$ cat src/rtl/complex_arithmetic_unit_defines.svh
// Assertion macros shared by the complex arithmetic unit.
`ifndef COMPLEX_ARITHMETIC_UNIT_DEFINES_SVH
`define COMPLEX_ARITHMETIC_UNIT_DEFINES_SVH

// A property checked at every rising clock edge outside reset.
`define CAU_ASSERT(lbl, prop, msg) \
  lbl: assert property (@(posedge clk) disable iff (!rst_n) prop) else $error(msg);

// A condition that must hold in the same cycle as its trigger.
`define CAU_IMPLY(lbl, ante, cons, msg) \
  `CAU_ASSERT(lbl, (ante) |-> (cons), msg)

// A condition that must hold in the cycle after its trigger.
`define CAU_NEXT(lbl, ante, cons, msg) \
  `CAU_ASSERT(lbl, (ante) |=> (cons), msg)

`endif

$ cat src/rtl/cau_pkg.sv
package cau_pkg;

  localparam int WORD_BITS = 16;
  localparam int FRAC_BITS = 8;
  localparam int KIND_W    = 3;
  localparam int STAT_W    = 2;

  localparam int W   = WORD_BITS;
  localparam int F   = FRAC_BITS;
  localparam int PW  = 2 * W;
  localparam int SW  = PW + 1;
  localparam int MW  = PW;
  localparam int XW  = MW + 1;
  localparam int QB  = W + 1;
  localparam int RW  = MW + 1;
  localparam int SQW = W + 3;
  localparam int OVS = QB - F;

  typedef logic [KIND_W-1:0] kind_t;
  typedef logic [STAT_W-1:0] stat_t;

  localparam kind_t K_ADD = 3'd0;
  localparam kind_t K_SUB = 3'd1;
  localparam kind_t K_MUL = 3'd2;
  localparam kind_t K_DIV = 3'd3;
  localparam kind_t K_MAG = 3'd4;

  localparam stat_t ST_OK  = 2'd0;
  localparam stat_t ST_SAT = 2'd1;
  localparam stat_t ST_DZ  = 2'd2;
  localparam stat_t ST_RSV = 2'd3;

  typedef struct packed {
    kind_t          kind;
    logic [W-1:0]   as_re;
    logic [W-1:0]   as_im;
    logic           as_sat;
    logic           neg_re;
    logic           neg_im;
    logic [MW-1:0]  n_re;
    logic [MW-1:0]  n_im;
    logic [MW-1:0]  den;
  } cau_mid_t;

  typedef struct packed {
    cau_mid_t       m;
    logic           ovf_re;
    logic           ovf_im;
    logic [QB-1:0]  q_re;
    logic [QB-1:0]  q_im;
    logic [RW-1:0]  r_re;
    logic [RW-1:0]  r_im;
    logic [W-1:0]   root;
    logic [SQW-1:0] rem;
  } cau_pipe_t;

  typedef struct packed {
    logic [W-1:0] w;
    logic         sat;
  } sat_word_t;

  function automatic sat_word_t sat_word(logic neg, logic [XW-1:0] mag);
    logic [XW-1:0] limit;
    logic [XW-1:0] val;
    sat_word_t     res;
    limit = neg ? (XW'(1) << (W - 1)) : ((XW'(1) << (W - 1)) - XW'(1));
    val = mag;
    res.sat = 1'b0;
    if (mag > limit) begin
      val = limit;
      res.sat = 1'b1;
    end
    res.w = neg ? W'(XW'(0) - val) : W'(val);
    return res;
  endfunction

endpackage

$ cat src/rtl/cau_front.sv
module cau_front (
  input  logic                                clk,
  input  logic                                rst_n,
  input  logic                                adv,
  input  logic                                in_valid,
  input  cau_pkg::kind_t                      kind,
  input  logic signed [cau_pkg::WORD_BITS-1:0] a_re,
  input  logic signed [cau_pkg::WORD_BITS-1:0] a_im,
  input  logic signed [cau_pkg::WORD_BITS-1:0] b_re,
  input  logic signed [cau_pkg::WORD_BITS-1:0] b_im,
  output logic                                mid_valid,
  output cau_pkg::cau_mid_t                   mid
);
  import cau_pkg::*;

  typedef struct packed {
    kind_t                kind;
    logic signed [PW-1:0] p_rr;
    logic signed [PW-1:0] p_ii;
    logic signed [PW-1:0] p_ri;
    logic signed [PW-1:0] p_ir;
    logic signed [PW-1:0] sq1;
    logic signed [PW-1:0] sq2;
    logic [W-1:0]         as_re;
    logic [W-1:0]         as_im;
    logic                 as_sat;
  } prod_t;

  prod_t               s1_r, s1_nxt;
  logic                s1_valid_r;
  cau_mid_t            s2_r, s2_nxt;
  logic                s2_valid_r;
  logic signed [W-1:0] x1, x2;
  logic signed [W:0]   sum_re, sum_im;
  logic                ov_re, ov_im;
  logic signed [SW-1:0] t_re, t_im;
  logic [SW-1:0]       mag_re, mag_im;

  always_comb begin
    x1 = (kind == K_MAG) ? a_re : b_re;
    x2 = (kind == K_MAG) ? a_im : b_im;
    if (kind == K_SUB) begin
      sum_re = {a_re[W-1], a_re} - {b_re[W-1], b_re};
      sum_im = {a_im[W-1], a_im} - {b_im[W-1], b_im};
    end else begin
      sum_re = {a_re[W-1], a_re} + {b_re[W-1], b_re};
      sum_im = {a_im[W-1], a_im} + {b_im[W-1], b_im};
    end
    ov_re = sum_re[W] != sum_re[W-1];
    ov_im = sum_im[W] != sum_im[W-1];
    s1_nxt.kind   = kind;
    s1_nxt.p_rr   = a_re * b_re;
    s1_nxt.p_ii   = a_im * b_im;
    s1_nxt.p_ri   = a_re * b_im;
    s1_nxt.p_ir   = a_im * b_re;
    s1_nxt.sq1    = x1 * x1;
    s1_nxt.sq2    = x2 * x2;
    s1_nxt.as_re  = ov_re ? {sum_re[W], {(W-1){~sum_re[W]}}} : sum_re[W-1:0];
    s1_nxt.as_im  = ov_im ? {sum_im[W], {(W-1){~sum_im[W]}}} : sum_im[W-1:0];
    s1_nxt.as_sat = ov_re || ov_im;
  end

  always_comb begin
    if (s1_r.kind == K_DIV) begin
      t_re = {s1_r.p_rr[PW-1], s1_r.p_rr} + {s1_r.p_ii[PW-1], s1_r.p_ii};
      t_im = {s1_r.p_ir[PW-1], s1_r.p_ir} - {s1_r.p_ri[PW-1], s1_r.p_ri};
    end else begin
      t_re = {s1_r.p_rr[PW-1], s1_r.p_rr} - {s1_r.p_ii[PW-1], s1_r.p_ii};
      t_im = {s1_r.p_ri[PW-1], s1_r.p_ri} + {s1_r.p_ir[PW-1], s1_r.p_ir};
    end
    mag_re = t_re[SW-1] ? SW'(0) - t_re : t_re;
    mag_im = t_im[SW-1] ? SW'(0) - t_im : t_im;
    s2_nxt.kind   = s1_r.kind;
    s2_nxt.as_re  = s1_r.as_re;
    s2_nxt.as_im  = s1_r.as_im;
    s2_nxt.as_sat = s1_r.as_sat;
    s2_nxt.neg_re = t_re[SW-1];
    s2_nxt.neg_im = t_im[SW-1];
    s2_nxt.n_re   = mag_re[MW-1:0];
    s2_nxt.n_im   = mag_im[MW-1:0];
    s2_nxt.den    = MW'($unsigned(s1_r.sq1)) + MW'($unsigned(s1_r.sq2));
  end

  always_ff @(posedge clk) begin
    if (!rst_n) begin
      s1_valid_r <= 1'b0;
      s2_valid_r <= 1'b0;
    end else if (adv) begin
      s1_valid_r <= in_valid;
      s2_valid_r <= s1_valid_r;
    end
  end

  always_ff @(posedge clk) begin
    if (adv) begin
      s1_r <= s1_nxt;
      s2_r <= s2_nxt;
    end
  end

  assign mid_valid = s2_valid_r;
  assign mid       = s2_r;

endmodule

$ cat config.mk
export PLATFORM = sky130hd
export DESIGN_NAME = cau_front
export DESIGN_NICKNAME = d
export VERILOG_FILES = /design/src/rtl/complex_arithmetic_unit_defines.svh /design/src/rtl/cau_pkg.sv /design/src/rtl/cau_front.sv
export SDC_FILE = /design/constraint.sdc
export NUM_CORES = 2
export LEC_CHECK = 0
export BUFFER_PORTS_ARGS = -buffer_cell sky130_fd_sc_hd__buf_2
export CAP_MARGIN = 20
export CORE_MARGIN = 5
export CORE_UTILIZATION = 40
export DETAILED_ROUTE_END_ITERATION = 8
export PLACE_DENSITY = 0.64
export SLEW_MARGIN = 20
export SYNTH_ARGS = -nofsm -noshare
export SYNTH_HDL_FRONTEND = slang
export SYNTH_SLANG_ARGS = --single-unit
$ cat constraint.sdc
create_clock -name clk -period 9.35 [get_ports clk]
set_input_delay 0.4675 -clock clk [delete_from_list [all_inputs] [get_ports clk]]
set_output_delay 0.4675 -clock clk [all_outputs]
set_load 0.02 [all_outputs]
# == Yosys cells after proc, flatten, opt, wreduce, memory -nomap -nowiden ==
# Index checks and enable logic that the tools add are counted.
# classes
n_reduce_logical,1
n_mux,10
addsub,11
mul,6
bitwise,2
eq_ne,5
# op_table
cell,n
multiplier 16 x 16 -> 32 bit,6
adder 32 x 32 -> 33 bit,2
2-to-1 mux 33 bit,2
subtractor 32 x 32 -> 33 bit,2
2-to-1 mux 16 bit,4
2-to-1 mux 32 bit,2
"subtractor 1 x 32 -> 32 bit, first input constant",2
adder 16 x 16 -> 17 bit,2
2-to-1 mux 17 bit,2
subtractor 16 x 16 -> 17 bit,2
adder 32 bit,1
"== test 3 x 1 -> 1 bit, second input constant",1
"== test 3 x 2 -> 1 bit, second input constant",1
"== test 3 bit, second input constant",1
!= test 1 bit,2
inverter 1 bit,2
logical OR 1 bit,1
# word_totals
wordCells,56
regBits,364
out_inout_bits,135
input_bits,71

# == Logic depth before layout (Yosys ltp) ==
# logic_depth
word_depth,4
ltp_mapped,33
depth_no_buf,30

# == Worst setup path before layout ==
# Ideal clock, no wire load.
# synth_path
path_kind,in2reg
start,input kind[0]
end,"register s1_r[64] in the netlist's numbering, data pin"
stages,28
slack_ps,1228
t_arrival_ps,7863
n_path_buf,2
path_cell_list,nor3b_1 clkbuf_1 buf_1 mux2i_1 clkinv_1 nand2_1 inv_1 fa_1 fa_1 ha_1 inv_1 fa_1 inv_1 fa_1 fa_1 ha_1 or4_1 a311o_1 a311oi_1 nand4b_1 a32oi_1 a21o_1 a22oi_1 o21ai_0 nor3_1 o21bai_1 a21oi_1 xnor2_1
# synth_rtl
element,line,source
from (decl),cau_front.sv:6,"input cau_pkg::kind_t kind,"
to (signal assigned),cau_front.sv:96,s1_r <= s1_nxt;
to (decl),cau_front.sv:29,"prod_t s1_r, s1_nxt;"

==> out/summary.md <==
* **initial standard-cell utilization of the core** 0.403
* **number of distinct library cell variants in the gate-level netlist after synthesis** 101
* **max capacitance violation total** 0
* **main area contributors after synthesis** fa_1 40%, edfxtp_1 14%, ha_1 10%, inv_1 9.2%, nand2_1 4.0%
* **Highest Clock Rate** 116 MHz
* **launch point of the worst path** kind[0]
* **die height** 448 µm
* **cell count of the worst hold path** 3
* **number of endpoints failing setup at the final stage** 0
* **crit path launch type** input pin
* **sum of net half-perimeters after detailed placement** 172000 µm
* **leftover overflow at the end of global routing** 0
* **number of nets in the synthesized netlist** 10.3k
* **setup repair after global routing missed its margin** false
* **Port Buffers** 205
* **fraction of layout instances using a drive strength above 1** 0.0597
* **Clk Tree Root Cell** clkbuf_16
* **# clock sinks** 362
* **startpoint of the tightest hold check path** in_valid
* **dominant cell by count in the synthesized netlist** inv_1
* **hold bufs inserted after CTS** 4
* **delay-heaviest family, CP** adder cells
* **number of max-slew violations in the final report** 0
* **cell type contributing the most total cell area after synthesis** fa_1
* **sum of buffers and inverters on the critical path** 10
* **synthesis-to-layout area growth** 7.54%
* **initial antenna violation count** 41
* **area share of the largest cell type after synthesis** 0.396
* **required time reported for the critical path endpoint** 9.79 ns
* **clock slew at reported path FFs** 0.06 ns
* **Slew HR** 0.254
* **most common library cells after synthesis** 1883 x inv_1, 1520 x fa_1, 824 x nand2_1
* **number of placement rows** 160
* **vias in the first global route** 59.4k
* **pin count of the biggest net entering global routing** 127
* **initial drt markers** 3599
* **utilization after layout** 0.433
* **count of buffers added by post-CTS timing repair for setup** 0
* **slew of the pin with the lowest slew margin** 1.10 ns
* **clock buffers created by TritonCTS** 52
* **Die ar.** 0.201 mm²
* **TNS Setup** 0 ns
* **wire length per cell after detailed routing** 19.7 µm
* **TritonCTS clock tree** done
* **clock buffer depth** 3
* **count of flip-flops with a built-in enable after synthesis** 360
* **routability-driven placement congestion ratio** 0.931
* **vias per cell** 5.13
* **total DRC errors in the routed layout** 0
* **count of nets after finishing** 10.3k
* **post-synthesis async set-or-reset flop share** 0
* **post-route minimum period** 8.65 ns
* **post-synthesis sequential area ratio** 0.141
* **Post-Synthesis Mean Instance Area** 9.57 µm²
* **launching point of the worst reg2reg path** s1_r[131]
* **number of placed I/O pins** 206
* **Final period util** 0.925
* **crit path capture type** flop
* **Syn. warnings** 0
* **worst hold slack** 0.0736 ns
* **wire length of the first global-routing pass** 335000 µm
* **count of final hold-check violations** 0
* **total track usage** 0.216
* **length of the first detailed-routing pass in iterations** 5
* **# resized after CTS** 0
* **wire length reported by the detailed router** 211000 µm
* **crit path max-delay cell type** mux2i_1
* **flip-flop and latch count after synthesis** 362
* **floorplan core area** 0.191 mm²
* **crit path max fanout** 23
* **worst-case reg-to-reg path depth** 22
* **Layout Skew** 0.0294 ns
* **synthesized netlist cell count** 8027
* **later-pin clock latency in the skew report** 0.69 ns
* **top flip-flop cell by instance count after synthesis** edfxtp_1
* **routed vias** 54.9k
* **status** completed
* **arrival time of data at the critical path endpoint** 9.08 ns
* **type of the worst min-delay path** in2reg
* **width of the chip** 448 µm
* **Routed Antenna Nets** 0
* **CTS H-tree depth** 2
* **kind of critical path** in2reg
* **cell area after synthesis** 0.0768 mm²
* **Worst path max stage delay** 0.57 ns
* **Crit. path cell count** 31
==> per-layer routing <==
layer,GRT usage,up-vias,share of wire
met4,0.0989,8,0.052
met1,0.275,28000,0.41
met3,0.0346,408,0.065
met2,0.361,1694,0.48
met5,0,-,0.00029
li1,-,24700,-
==> per-stage QoR <==
step           area, µm²  instances  setup WS (ns)
2_1_floorplan      76800       8027           1.23
3_3_place_gp       80800      10600          0.800
3_5_place_dp       80800      10600          0.608
4_1_cts            82500      10700          0.790
5_1_grt            82600      10700          0.136
6_report           82600      10700          0.705
==> worst paths after layout <==
| path | to | slack [ns] |
|---|---|---|
| setup / recovery | s1_r[89] | 0.70 |
| hold / removal | s1_valid_r | 0.07 |
| setup reg to reg | mid[60] | 2.35 |
| hold reg to reg | mid[108] | 0.41 |
==> worst register-to-register path, delay by kind of cell, from the launching register on <==
family          cells  cell delay, ns
xor+xnor            3            1.22
compound gates      9            2.27
buf+inv             1            0.52
flops               1            0.45
simple gates        8            1.93
fa+ha+maj           1            0.39
==> sequential cells by signal (all words and copies together) (netlist names) <==
register	cells
mid_valid	1
s1_valid_r	1
s1_r	226
mid	134
==> cell type report <==
class,instances,area [µm²]
inverter,1895,7110
timing repair buffer,320,1950
fill,18500,108000
multi-input combinational,5487,57800
sequential,362,10900
clock inverter,34,360
clock buffer,59,1350
antenna,23,57.6
tap,2511,3140
==> logic make-up (layout without fill, tap and decap cells) <==
kind of cell	Yosys count	after routing	share of synthesized area
AOI/OAI and AO/OA	805	805	0.0680
xor gates and xnor gates	483	483	0.0551
adders and majority gates	2154	2154	0.500
buffers and inverters	2178	2308	0.107
DFF	362	362	0.141
muxes	35	35	0.00487
other	0	23	0
and+or+nand+nor	2010	2010	0.124
==> placed cells by master, fill, tap and decap left out, types with 16 or more instances in the layout <==
cell type and count:
a211oi_1 21, nor2_1 369, a21o_1 103, clkbuf_16 53, nand4_1 17, buf_4 108, fa_1 1520, or3_1 22
and3_1 18, and2_1 429, a31oi_1 20, a21oi_1 270, nand2b_1 78, o21bai_1 40, or2_2 20, buf_2 204
nor2b_1 24, mux2i_1 19, clkinv_1 16, o21a_1 39, edfxtp_1 360, diode_2 23, nor3_1 84, nand3_1 58
o21ai_0 138, xor2_1 141, xnor2_1 341, inv_1 1883, nand2_1 824, o31ai_1 33, ha_1 634
Power is left out: the tool's default activity adds up to more than one toggle a clock period on the data nets, which glitch-free logic cannot reach.
