$ cat src/rtl/complex_arithmetic_unit_defines.svh
// Assertion macros shared by the complex arithmetic unit.
`ifndef COMPLEX_ARITHMETIC_UNIT_DEFINES_SVH
`define COMPLEX_ARITHMETIC_UNIT_DEFINES_SVH

// A property checked at every rising clock edge outside reset.
`define CAU_ASSERT(lbl, prop, msg) \
  lbl: assert property (@(posedge clk) disable iff (!rst_n) prop) else $error(msg);

// A condition that must hold in the same cycle as its trigger.
`define CAU_IMPLY(lbl, ante, cons, msg) \
  `CAU_ASSERT(lbl, (ante) |-> (cons), msg)

// A condition that must hold in the cycle after its trigger.
`define CAU_NEXT(lbl, ante, cons, msg) \
  `CAU_ASSERT(lbl, (ante) |=> (cons), msg)

`endif

$ cat src/rtl/cau_pkg.sv
package cau_pkg;

  localparam int WORD_BITS = 16;
  localparam int FRAC_BITS = 8;
  localparam int KIND_W    = 3;
  localparam int STAT_W    = 2;

  localparam int W   = WORD_BITS;
  localparam int F   = FRAC_BITS;
  localparam int PW  = 2 * W;
  localparam int SW  = PW + 1;
  localparam int MW  = PW;
  localparam int XW  = MW + 1;
  localparam int QB  = W + 1;
  localparam int RW  = MW + 1;
  localparam int SQW = W + 3;
  localparam int OVS = QB - F;

  typedef logic [KIND_W-1:0] kind_t;
  typedef logic [STAT_W-1:0] stat_t;

  localparam kind_t K_ADD = 3'd0;
  localparam kind_t K_SUB = 3'd1;
  localparam kind_t K_MUL = 3'd2;
  localparam kind_t K_DIV = 3'd3;
  localparam kind_t K_MAG = 3'd4;

  localparam stat_t ST_OK  = 2'd0;
  localparam stat_t ST_SAT = 2'd1;
  localparam stat_t ST_DZ  = 2'd2;
  localparam stat_t ST_RSV = 2'd3;

  typedef struct packed {
    kind_t          kind;
    logic [W-1:0]   as_re;
    logic [W-1:0]   as_im;
    logic           as_sat;
    logic           neg_re;
    logic           neg_im;
    logic [MW-1:0]  n_re;
    logic [MW-1:0]  n_im;
    logic [MW-1:0]  den;
  } cau_mid_t;

  typedef struct packed {
    cau_mid_t       m;
    logic           ovf_re;
    logic           ovf_im;
    logic [QB-1:0]  q_re;
    logic [QB-1:0]  q_im;
    logic [RW-1:0]  r_re;
    logic [RW-1:0]  r_im;
    logic [W-1:0]   root;
    logic [SQW-1:0] rem;
  } cau_pipe_t;

  typedef struct packed {
    logic [W-1:0] w;
    logic         sat;
  } sat_word_t;

  function automatic sat_word_t sat_word(logic neg, logic [XW-1:0] mag);
    logic [XW-1:0] limit;
    logic [XW-1:0] val;
    sat_word_t     res;
    limit = neg ? (XW'(1) << (W - 1)) : ((XW'(1) << (W - 1)) - XW'(1));
    val = mag;
    res.sat = 1'b0;
    if (mag > limit) begin
      val = limit;
      res.sat = 1'b1;
    end
    res.w = neg ? W'(XW'(0) - val) : W'(val);
    return res;
  endfunction

endpackage

$ cat src/rtl/cau_back.sv
`include "complex_arithmetic_unit_defines.svh"

module cau_back (
  input  logic                                clk,
  input  logic                                rst_n,
  input  logic                                adv,
  input  logic                                fin_valid,
  input  cau_pkg::cau_pipe_t                  fin,
  output logic                                out_valid,
  output logic signed [cau_pkg::WORD_BITS-1:0] res_re,
  output logic signed [cau_pkg::WORD_BITS-1:0] res_im,
  output cau_pkg::stat_t                      status
);
  import cau_pkg::*;

  function automatic logic [XW-1:0] rnd_shift(logic [MW-1:0] n);
    logic [MW:0] t;
    t = {n, 1'b0} >> F;
    return XW'(n >> F) + XW'(t[0]);
  endfunction

  logic          out_valid_r;
  logic [W-1:0]  out_res_re_r, out_res_im_r, re_nxt, im_nxt;
  stat_t         out_status_r, st_nxt;
  sat_word_t     w_re, w_im;
  logic [XW-1:0] q_re, q_im, mag;
  logic          sat;

  always_comb begin
    q_re = fin.ovf_re ? '1 : XW'(fin.q_re) +
           XW'({fin.r_re, 1'b0} >= (RW+1)'(fin.m.den));
    q_im = fin.ovf_im ? '1 : XW'(fin.q_im) +
           XW'({fin.r_im, 1'b0} >= (RW+1)'(fin.m.den));
    mag  = XW'(fin.root) + XW'(fin.rem > SQW'(fin.root));
    w_re = '0;
    w_im = '0;
    re_nxt = '0;
    im_nxt = '0;
    sat = 1'b0;
    st_nxt = ST_OK;
    case (fin.m.kind) inside
      K_ADD, K_SUB: begin
        re_nxt = fin.m.as_re;
        im_nxt = fin.m.as_im;
        sat = fin.m.as_sat;
      end
      K_MUL: begin
        w_re = sat_word(fin.m.neg_re, rnd_shift(fin.m.n_re));
        w_im = sat_word(fin.m.neg_im, rnd_shift(fin.m.n_im));
        re_nxt = w_re.w;
        im_nxt = w_im.w;
        sat = w_re.sat || w_im.sat;
      end
      K_DIV: begin
        if (fin.m.den != '0) begin
          w_re = sat_word(fin.m.neg_re, q_re);
          w_im = sat_word(fin.m.neg_im, q_im);
          re_nxt = w_re.w;
          im_nxt = w_im.w;
          sat = w_re.sat || w_im.sat;
        end
      end
      K_MAG: begin
        w_re = sat_word(1'b0, mag);
        re_nxt = w_re.w;
        sat = w_re.sat;
      end
      default: begin
        re_nxt = '0;
      end
    endcase
    if ((fin.m.kind == K_DIV) && (fin.m.den == '0)) begin
      st_nxt = ST_DZ;
    end else if (sat) begin
      st_nxt = ST_SAT;
    end
  end

  always_ff @(posedge clk) begin
    if (!rst_n) begin
      out_valid_r <= 1'b0;
    end else if (adv) begin
      out_valid_r <= fin_valid;
    end
  end

  always_ff @(posedge clk) begin
    if (adv) begin
      out_res_re_r <= re_nxt;
      out_res_im_r <= im_nxt;
      out_status_r <= st_nxt;
    end
  end

  assign out_valid = out_valid_r;
  assign res_re    = out_res_re_r;
  assign res_im    = out_res_im_r;
  assign status    = out_status_r;

  `CAU_IMPLY(a_dz_zero, out_valid_r && (out_status_r == ST_DZ),
             (out_res_re_r == '0) && (out_res_im_r == '0),
             "divide by zero beat carries a nonzero result")
  `CAU_IMPLY(a_no_rsv, out_valid_r, out_status_r != ST_RSV,
             "reserved status code on a result beat")
  `CAU_NEXT(a_mag_im_zero, adv && fin_valid && (fin.m.kind == K_MAG),
            (out_res_im_r == '0) && (out_status_r != ST_DZ),
            "magnitude beat with nonzero imaginary part")

endmodule

$ cat config.mk
export PLATFORM = sky130hd
export DESIGN_NAME = cau_back
export DESIGN_NICKNAME = d
export VERILOG_FILES = /design/src/rtl/cau_pkg.sv /design/src/rtl/cau_back.sv
export VERILOG_INCLUDE_DIRS = /design/src /design/src/rtl
export SDC_FILE = /design/constraint.sdc
export NUM_CORES = 1
export LEC_CHECK = 0
export BUFFER_PORTS_ARGS = -buffer_cell sky130_fd_sc_hd__buf_4
export CAP_MARGIN = 0
export CELL_PAD_IN_SITES_DETAIL_PLACEMENT = 1
export CELL_PAD_IN_SITES_GLOBAL_PLACEMENT = 1
export CORE_MARGIN = 2
export CORE_UTILIZATION = 35
export DETAILED_ROUTE_END_ITERATION = 7
export MAX_ROUTING_LAYER = met4
export PLACE_DENSITY = 0.75
export SYNTH_ARGS = -nofsm -noshare
export SYNTH_HDL_FRONTEND = slang
export SYNTH_SLANG_ARGS = --single-unit
$ cat constraint.sdc
create_clock -name clk -period 10.65 [get_ports clk]
set_clock_uncertainty 0.2 [all_clocks]
set_input_delay 1.5975 -clock clk [delete_from_list [all_inputs] [get_ports clk]]
set_output_delay 1.5975 -clock clk [all_outputs]
set_load 0.01 [all_outputs]
# Word level (Yosys, flattened, before mapping)
# Cells that the tools add are included.
# op_classes
n_reduce_logical,7
addsub,9
n_eq_ne,4
n_mux,57
magnitude_cmp,8
# ops
cell,n
2-to-1 mux 16 bit,32
>= comparator 34 x 32 -> 1 bit,2
> comparator 33 x 16 -> 1 bit,2
2-to-1 mux 33 bit,2
"subtractor 1 x 16 -> 16 bit, first input constant",4
adder 24 x 1 -> 25 bit,2
> comparator 25 x 16 -> 1 bit,2
adder 17 x 1 -> 18 bit,2
zero test 32 bit,1
nonzero test 32 bit,1
2-to-1 mux 1 bit,23
> comparator 19 x 16 -> 1 bit,1
adder 16 x 1 -> 17 bit,1
"> comparator 17 x 15 -> 1 bit, second input constant",1
"equality test 3 x 2 -> 1 bit, second input constant",2
"equality test 3 x 1 -> 1 bit, second input constant",1
"equality test 3 bit, second input constant",1
zero test 3 bit,1
logical OR 1 bit,2
OR reduction 2 bit,1
logical AND 1 bit,1
# word_totals
wordCells,89
regBits,35

# Longest topological paths before layout
# Gate-level depths: netlist of run 1.
# logic_depth
word_depth,15
ltp_mapped,36
depth_no_buf,33

# Worst setup path before layout of run 1
# OpenSTA, ideal clock, no wires.
# synth_timing
path_type,input -> register
startpoint,input port fin[156] (netlist name)
endpoint,register out_res_re_r[14] (netlist: res_re[14]) (data pin)
stages,34
arrival_ns,7.607
t_required_ns,10.189
setup_ns,0.261
setup_slack_ns,2.583
cell_sequence,inv_1 > ha_1 > nand4_1 > or3_1 > or2_2 > nor2_1 > a21boi_0 > o2111ai_1 > nand3_1 > ha_1 > and4_1 > clkbuf_1 > nand3_1 > nor3_1 > xnor2_1 > nand2_1 > ha_1 > a211oi_1 > o21bai_1 > a211oi_1 > a22oi_1 > nor2_1 > clkbuf_1 > buf_2 > nand2_1 > o21ai_0 > ha_1 > and3_1 > nand4_1 > o31ai_1 > xor2_1 > nand2_1 > a211oi_1 > nor3_1
# synth_between
elab_chain_cells,15
word_cells_on_any_way,16
cone_classes,add/sub: 2; order compare: 2; mux: 11; reduce/logical: 1
# synth_lines
item,line,source
"start, declared",cau_back.sv:8,"input cau_pkg::cau_pipe_t fin,"
>= comparator 34 x 32 -> 1 bit,cau_back.sv:31,"XW'({fin.r_re, 1'b0} >= (RW+1)'(fin.m.den));"
adder 17 x 1 -> 18 bit,cau_back.sv:30,q_re = fin.ovf_re ? '1 : XW'(fin.q_re) +
2-to-1 mux 33 bit,cau_back.sv:30,
> comparator 33 x 16 -> 1 bit,cau_pkg.sv:69,if (mag > limit) begin
2-to-1 mux 16 bit,cau_pkg.sv:69,
2-to-1 mux 16 bit,cau_back.sv:55,if (fin.m.den != '0) begin
2-to-1 mux 16 bit (3 in series),cau_back.sv:41,case (fin.m.kind) inside
subtractor 1 x 16 -> 16 bit,cau_pkg.sv:73,res.w = neg ? W'(XW'(0) - val) : W'(val);
2-to-1 mux 16 bit,cau_pkg.sv:73,
2-to-1 mux 16 bit *,cau_back.sv:55,
2-to-1 mux 16 bit * (3 in series),cau_back.sv:41,
named net re_nxt[14],cau_back.sv:23,"logic [W-1:0] out_res_re_r, out_res_im_r, re_nxt, im_nxt;"
"end signal, assigned",cau_back.sv:89,out_res_re_r <= re_nxt;
"end, declared",cau_back.sv:23,
# The timed path passes the listed nets; every way through them passes the cells marked *. The select of a mux whose other input is x is not followed.
# A chain may end at the register's enable or synchronous reset.

# Final worst setup path of run 1
# layout_timing
startpoint,input port fin[156] (netlist name)
endpoint,register out_res_re_r[8] (netlist: res_re[8]) (data pin)
# The elaborated chain is that of the path after synthesis.

==> results.yml, run 1 <==
hold_path:
  hp-class: "register to register"
  min-delay-start: "out_valid"
clock_network:
  cts_max_level: 2
  postCtsSetupRepairBufs: 0
  postCtsHoldBufs: 0
  cts_root_buf: "clkbuf_16"
  cts.sinks: 35
  clockBufferDepth: 2
  cts_tree: "done"
  cts_resized: 0
  insertion_delay_ns: 0.30
  clk_pin_slew_ns: 0.07
  cts_buffers: 5
placement:
  place_area_sq_um: 12340
  portBuffers: 295
  hpwlAfterDp_mm: 33.33
  globalplace.congestion: 0.9394
  place_ws_ns: 1.017
die:
  initial_utilization_pct: 35.46
  die_w_microns: 171.6
  core_area_sq_um: 27710
  die_area_sq_um: 29430
  rows: 61
  io-pin-count: 310
  die_height_microns: 171.6
synth:
  avgSynthCellArea_sq_um: 7.235
  async_flop_share_pct: 0
  synth_top_area_share_pct: 19.87
  synthTopCellsByCount: "ha_1, nand2_1, nor2_1, a21oi_1, inv_1"
  syn-num-nets: 1789
  ys_seq_area_share_pct: 10.59
  ys_ff_latch: 35
  synth_edf_count: 34
  synth_area_leaders: "ha_1, edfxtp_1, xnor2_1, a21oi_1, nand2_1"
  netlist_area_sq_um: 9826
  synth_cell_types: 78
  synth_top_area_cell: "ha_1"
  synth_warnings: 0
  yosysMostFrequentCell: "ha_1"
  syn_inst: 1358
  dominantRegCellSynth: "edfxtp_1"
final_layout:
  fin_area_sq_um: 12510
  fin_nets: 2043
  drive_above_1_share_pct: 21.08
  synthToLayoutAreaGrowth_pct: 27.29
pwr:
  ir_drop_v: 0.00005431
  powerDensity_nw_per_um2: 63.50
  total_leakage_power_nw: 5.485
timing:
  max_slew_margin_pct: 19.37
  rsz0062_at_grt: "false"
  fmax_mhz: 105.5
  slew_viol_final: 0
  tightest_slew_ns: 1.205
  setup_violations: 0
  hold_violations: 0
  setup_ws_ns: 1.167
  fin_tns_setup_ns: 0
  hold_ws_ns: 0.3423
  layout_min_cycle_time_ns: 9.483
  post-route-period-util_pct: 89.04
setup_path:
  crit_path_frequent_cell: "ha_1"
  path_buf_inv: 3
  cp_max_fo: 10
  endpoint_kind: "register"
  reg2reg_from: "out_valid"
  worst_path_largest_cell_delay_ns: 0.50
  cp.required_ns: 10.45
  critical_path_class: "input port to register"
  startpoint: "fin[156]"
  slowest_stage: "nor3_1"
  cp_data_arrival_time_ns: 9.29
  crit_family: "simple AND/OR/NAND/NOR gates"
  start_kind: "input port"
route:
  vias_per_cell: 5.770
  ant_nets: 0
  dr.pass1.iters: 4
  finalWirelength_mm: 39.66
  route.detailed.drc: 0
  drt_iter0_drc: 520
  vias: 11493
  routedWlPerCell_microns: 19.91
status:
  status: "completed"
grt:
  antenna_found_initial: 1
  grt.overflow.total: 0
  track_usage_pct: 26.92
  grt_max_degree: 84
  grt_pass1_wl_mm: 61.04
  grt_pass1_vias: 11626
run:
  drv_cap: 0
## placed cells by master (no fill, tap or decap), drive strengths merged, types with 6 or more instances in the layout
cell type    n
nor3        32
a211oi      23
or3         20
nand3       82
a211o        7
edfxtp      34
a21oi       93
a21o        23
and2        11
nand2b      15
and3        21
nand3b       7
or2         12
mux2i       17
nor4        40
xor2        26
o211ai      23
o311ai       6
nor2b       14
xnor2       58
a31oi       11
inv         93
o21a        20
nand4       56
o2111ai      9
buf        301
o31ai       12
a221o        8
nand2      124
o21ai       78
a221oi       6
nor2        94
and4         8
ha         156
## registers in the layout, indices dropped and copies added (netlist names)
signal	flops
out_valid	1
res_im	16
status	2
res_re	16
## metal layers
metal  GRT usage (%)  wire length [microns]  vias up  share of wire, %
li1                -                      -     5633                 -
met1           33.45                  17800     5517                45
met2           46.95                  19200      304                48
met3           2.968                   1961       39               4.9
met4           5.785                    698        0               1.8
met5               -                      0        -                 0
## final timing paths
| path | end | slack [ns] | cells past startpoint |
|---|---|---|---|
| worst max-delay path | res_re[8] | 1.17 | 30 |
| worst min-delay path | out_valid | 0.34 | 2 |
| worst max register to register | out_valid | 9.84 | 2 |
| worst min register to register | out_valid | 0.34 | 2 |
## tightest hold or removal path: stages (launching register included)
cell and delay (ns):
dfxtp_1 0.33, mux2i_1 0.07, nor2b_1 0.11
## final cells by class
class	instances	area (sq um)
timing repair buffer	301	2260
tap	378	473.0
antenna	1	2.502
clock buffer	5	125.1
clock inverter	3	43.79
fill	3540	15200
multi-input combinational	1176	8213
inverter	93	349.1
sequential	35	1041
## per-stage QoR
step	utilization, %	instances	total power [mW]
floorplan	-	1358	0.4062
detailed placement	44.52	1983	0.6123
CTS	45.13	1991	0.7978
global placement	44.52	1983	0.5987
finish	45.14	1992	0.7942
global route	45.14	1992	0.8506
## power by group
| group | internal, mW | switching (mW) | total, mW | leakage (nW) |
|---|---|---|---|---|
| combinational | 0.195 | 0.243 | 0.438 | 5.06 |
| sequential | 0.168 | 0.00551 | 0.174 | 0.337 |
| clock | 0.111 | 0.0715 | 0.182 | 0.0838 |
| total | 0.474 | 0.321 | 0.794 | 5.49 |
## kinds of logic after synthesis
kind of cell	Yosys count	synth area share, %
flip-flops	35	10.59
buffers and inverters	147	5.959
AO/OA/AOI/OAI	366	24.68
multiplexers	19	1.961
XOR/XNOR	84	7.488
adder cells (fa/ha/maj)	156	19.86
AND/OR/NAND/NOR	551	29.45
Note: power is estimated with default switching activity, not from simulation.
==> inputs of run 2 (changes only) <==
--- a/config.mk
+++ b/config.mk
@@ -10,11 +10,11 @@
 export CAP_MARGIN = 0
 export CELL_PAD_IN_SITES_DETAIL_PLACEMENT = 1
 export CELL_PAD_IN_SITES_GLOBAL_PLACEMENT = 1
-export CORE_MARGIN = 2
-export CORE_UTILIZATION = 35
+export CORE_UTILIZATION = 38
+export CTS_BUF_LIST = sky130_fd_sc_hd__clkbuf_16
 export DETAILED_ROUTE_END_ITERATION = 7
 export MAX_ROUTING_LAYER = met4
-export PLACE_DENSITY = 0.75
+export PLACE_DENSITY = 0.81
 export SYNTH_ARGS = -nofsm -noshare
 export SYNTH_HDL_FRONTEND = slang
 export SYNTH_SLANG_ARGS = --single-unit
==> results.yml, run 2 (same netlist as run 1, synthesis figures left out) <==
clock_network:
  clockBufferDepth: 2
  insertion_delay_ns: 0.29
  cts_root_buf: "clkbuf_16"
  clk_pin_slew_ns: 0.07
  cts_tree: "done"
  postCtsSetupRepairBufs: 0
  cts_buffers: 5
  postCtsHoldBufs: 0
  cts_resized: 0
  cts_max_level: 2
  cts.sinks: 35
final_layout:
  fin_area_sq_um: 12440
  layout_commonest_cell: "buf_4"
  postLayoutCoreUtil_pct: 49.25
  synthToLayoutAreaGrowth_pct: 26.58
  fin_nets: 2045
  drive_above_1_share_pct: 21.11
  multi_input_area_sq_um: 8208
  finalNonFillerCells: 1946
  seqCellArea_sq_um: 1041
  fill_cells: 3279
  final_cell_mix: "buf_4, ha_1, nand2_1"
placement:
  hpwlAfterDp_mm: 32.76
  portBuffers: 295
  globalplace.congestion: 0.9225
  place_area_sq_um: 12290
  dpl.cell_count: 1937
setup_path:
  startpoint: "fin[156]"
  critical_path_class: "input port to register"
  slowest_stage: "nor2_1"
  cp_max_fo: 12
  reg2reg_from: "out_valid"
  cp_data_arrival_time_ns: 9.31
  crit_path_frequent_cell: "ha_1"
  path_buf_inv: 3
  crit_family: "simple AND/OR/NAND/NOR gates"
  cp.required_ns: 10.46
  endpoint_kind: "register"
  worst_path_largest_cell_delay_ns: 0.59
  start_kind: "input port"
timing:
  hold_ws_ns: 0.3389
  max_slew_margin_pct: 42.96
  slew_viol_final: 0
  tightest_slew_ns: 0.8527
  layout_min_cycle_time_ns: 9.498
  hold_violations: 0
  fmax_mhz: 105.3
  fin_tns_setup_ns: 0
  setup_violations: 0
  post-route-period-util_pct: 89.18
  rsz0062_at_grt: "false"
grt:
  grt.overflow.total: 0
  grt_pass1_wl_mm: 61.31
  grt_max_degree: 84
  grt_pass1_vias: 11924
  track_usage_pct: 29.88
  antenna_found_initial: 1
die:
  die_w_microns: 162.8
  io-pin-count: 310
  die_area_sq_um: 26500
  rows: 58
  die_height_microns: 162.8
  initial_utilization_pct: 38.91
  core_area_sq_um: 25250
route:
  vias: 11586
  finalWirelength_mm: 39.10
  routedWlPerCell_microns: 20.09
  vias_per_cell: 5.954
  dr.pass1.iters: 5
  drt_iter0_drc: 697
  route.detailed.drc: 0
  ant_nets: 0
pwr:
  powerDensity_nw_per_um2: 62.16
  ir_drop_v: 0.00007162
  total_leakage_power_nw: 5.478
status:
  status: "completed"
run:
  drv_cap: 0
hold_path:
  min-delay-start: "out_valid"
  hp-class: "register to register"
-- run 2: final timing paths --
kind / endpoint / slack [ns] / depth (start not counted)
worst min register to register: out_valid / 0.34 / 2
worst max-delay path: res_re[8] / 1.15 / 30
worst min-delay path: out_valid / 0.34 / 2
worst max register to register: out_valid / 9.85 / 2
-- run 2: stage by stage --
step	power (mW)	worst slack, ns
after global placement	0.5940	1.260
after detailed placement	0.6108	1.094
final	0.7730	1.152
after global routing	0.8248	0.6141
after floorplan	0.4062	2.583
after CTS	0.7762	1.307
-- run 2: cell type report --
cell class | instances | share of cell area (%)
Tap cell | 330 | 3.320
Clock buffer | 5 | 1.006
Multi-Input combinational cell | 1176 | 66.00
Sequential cell | 35 | 8.370
Timing Repair Buffer | 303 | 18.29
Inverter | 93 | 2.807
Clock inverter | 3 | 0.1911
Antenna cell | 1 | 0.02012
-- run 2: where the power goes --
| part | internal [mW] | leakage [nW] | switching [mW] |
|---|---|---|---|
| Sequential | 0.168 | 0.337 | 0.00505 |
| Combinational | 0.195 | 5.07 | 0.243 |
| Clock | 0.0879 | 0.0664 | 0.0738 |
| Total | 0.451 | 5.48 | 0.322 |
-- run 2: worst register-to-register path, delay by kind of cell (launching register included) --
family / cells / cell delay [ns]
DFF: 1 / 0.31
muxes: 1 / 0.13
and+or+nand+nor: 1 / 0.06
-- run 2: per-layer routing --
metal	routed length [microns]	track usage, %
met1	16780	34.83
met3	2015	3.412
met5	0	-
met4	995	8.794
met2	19310	53.40
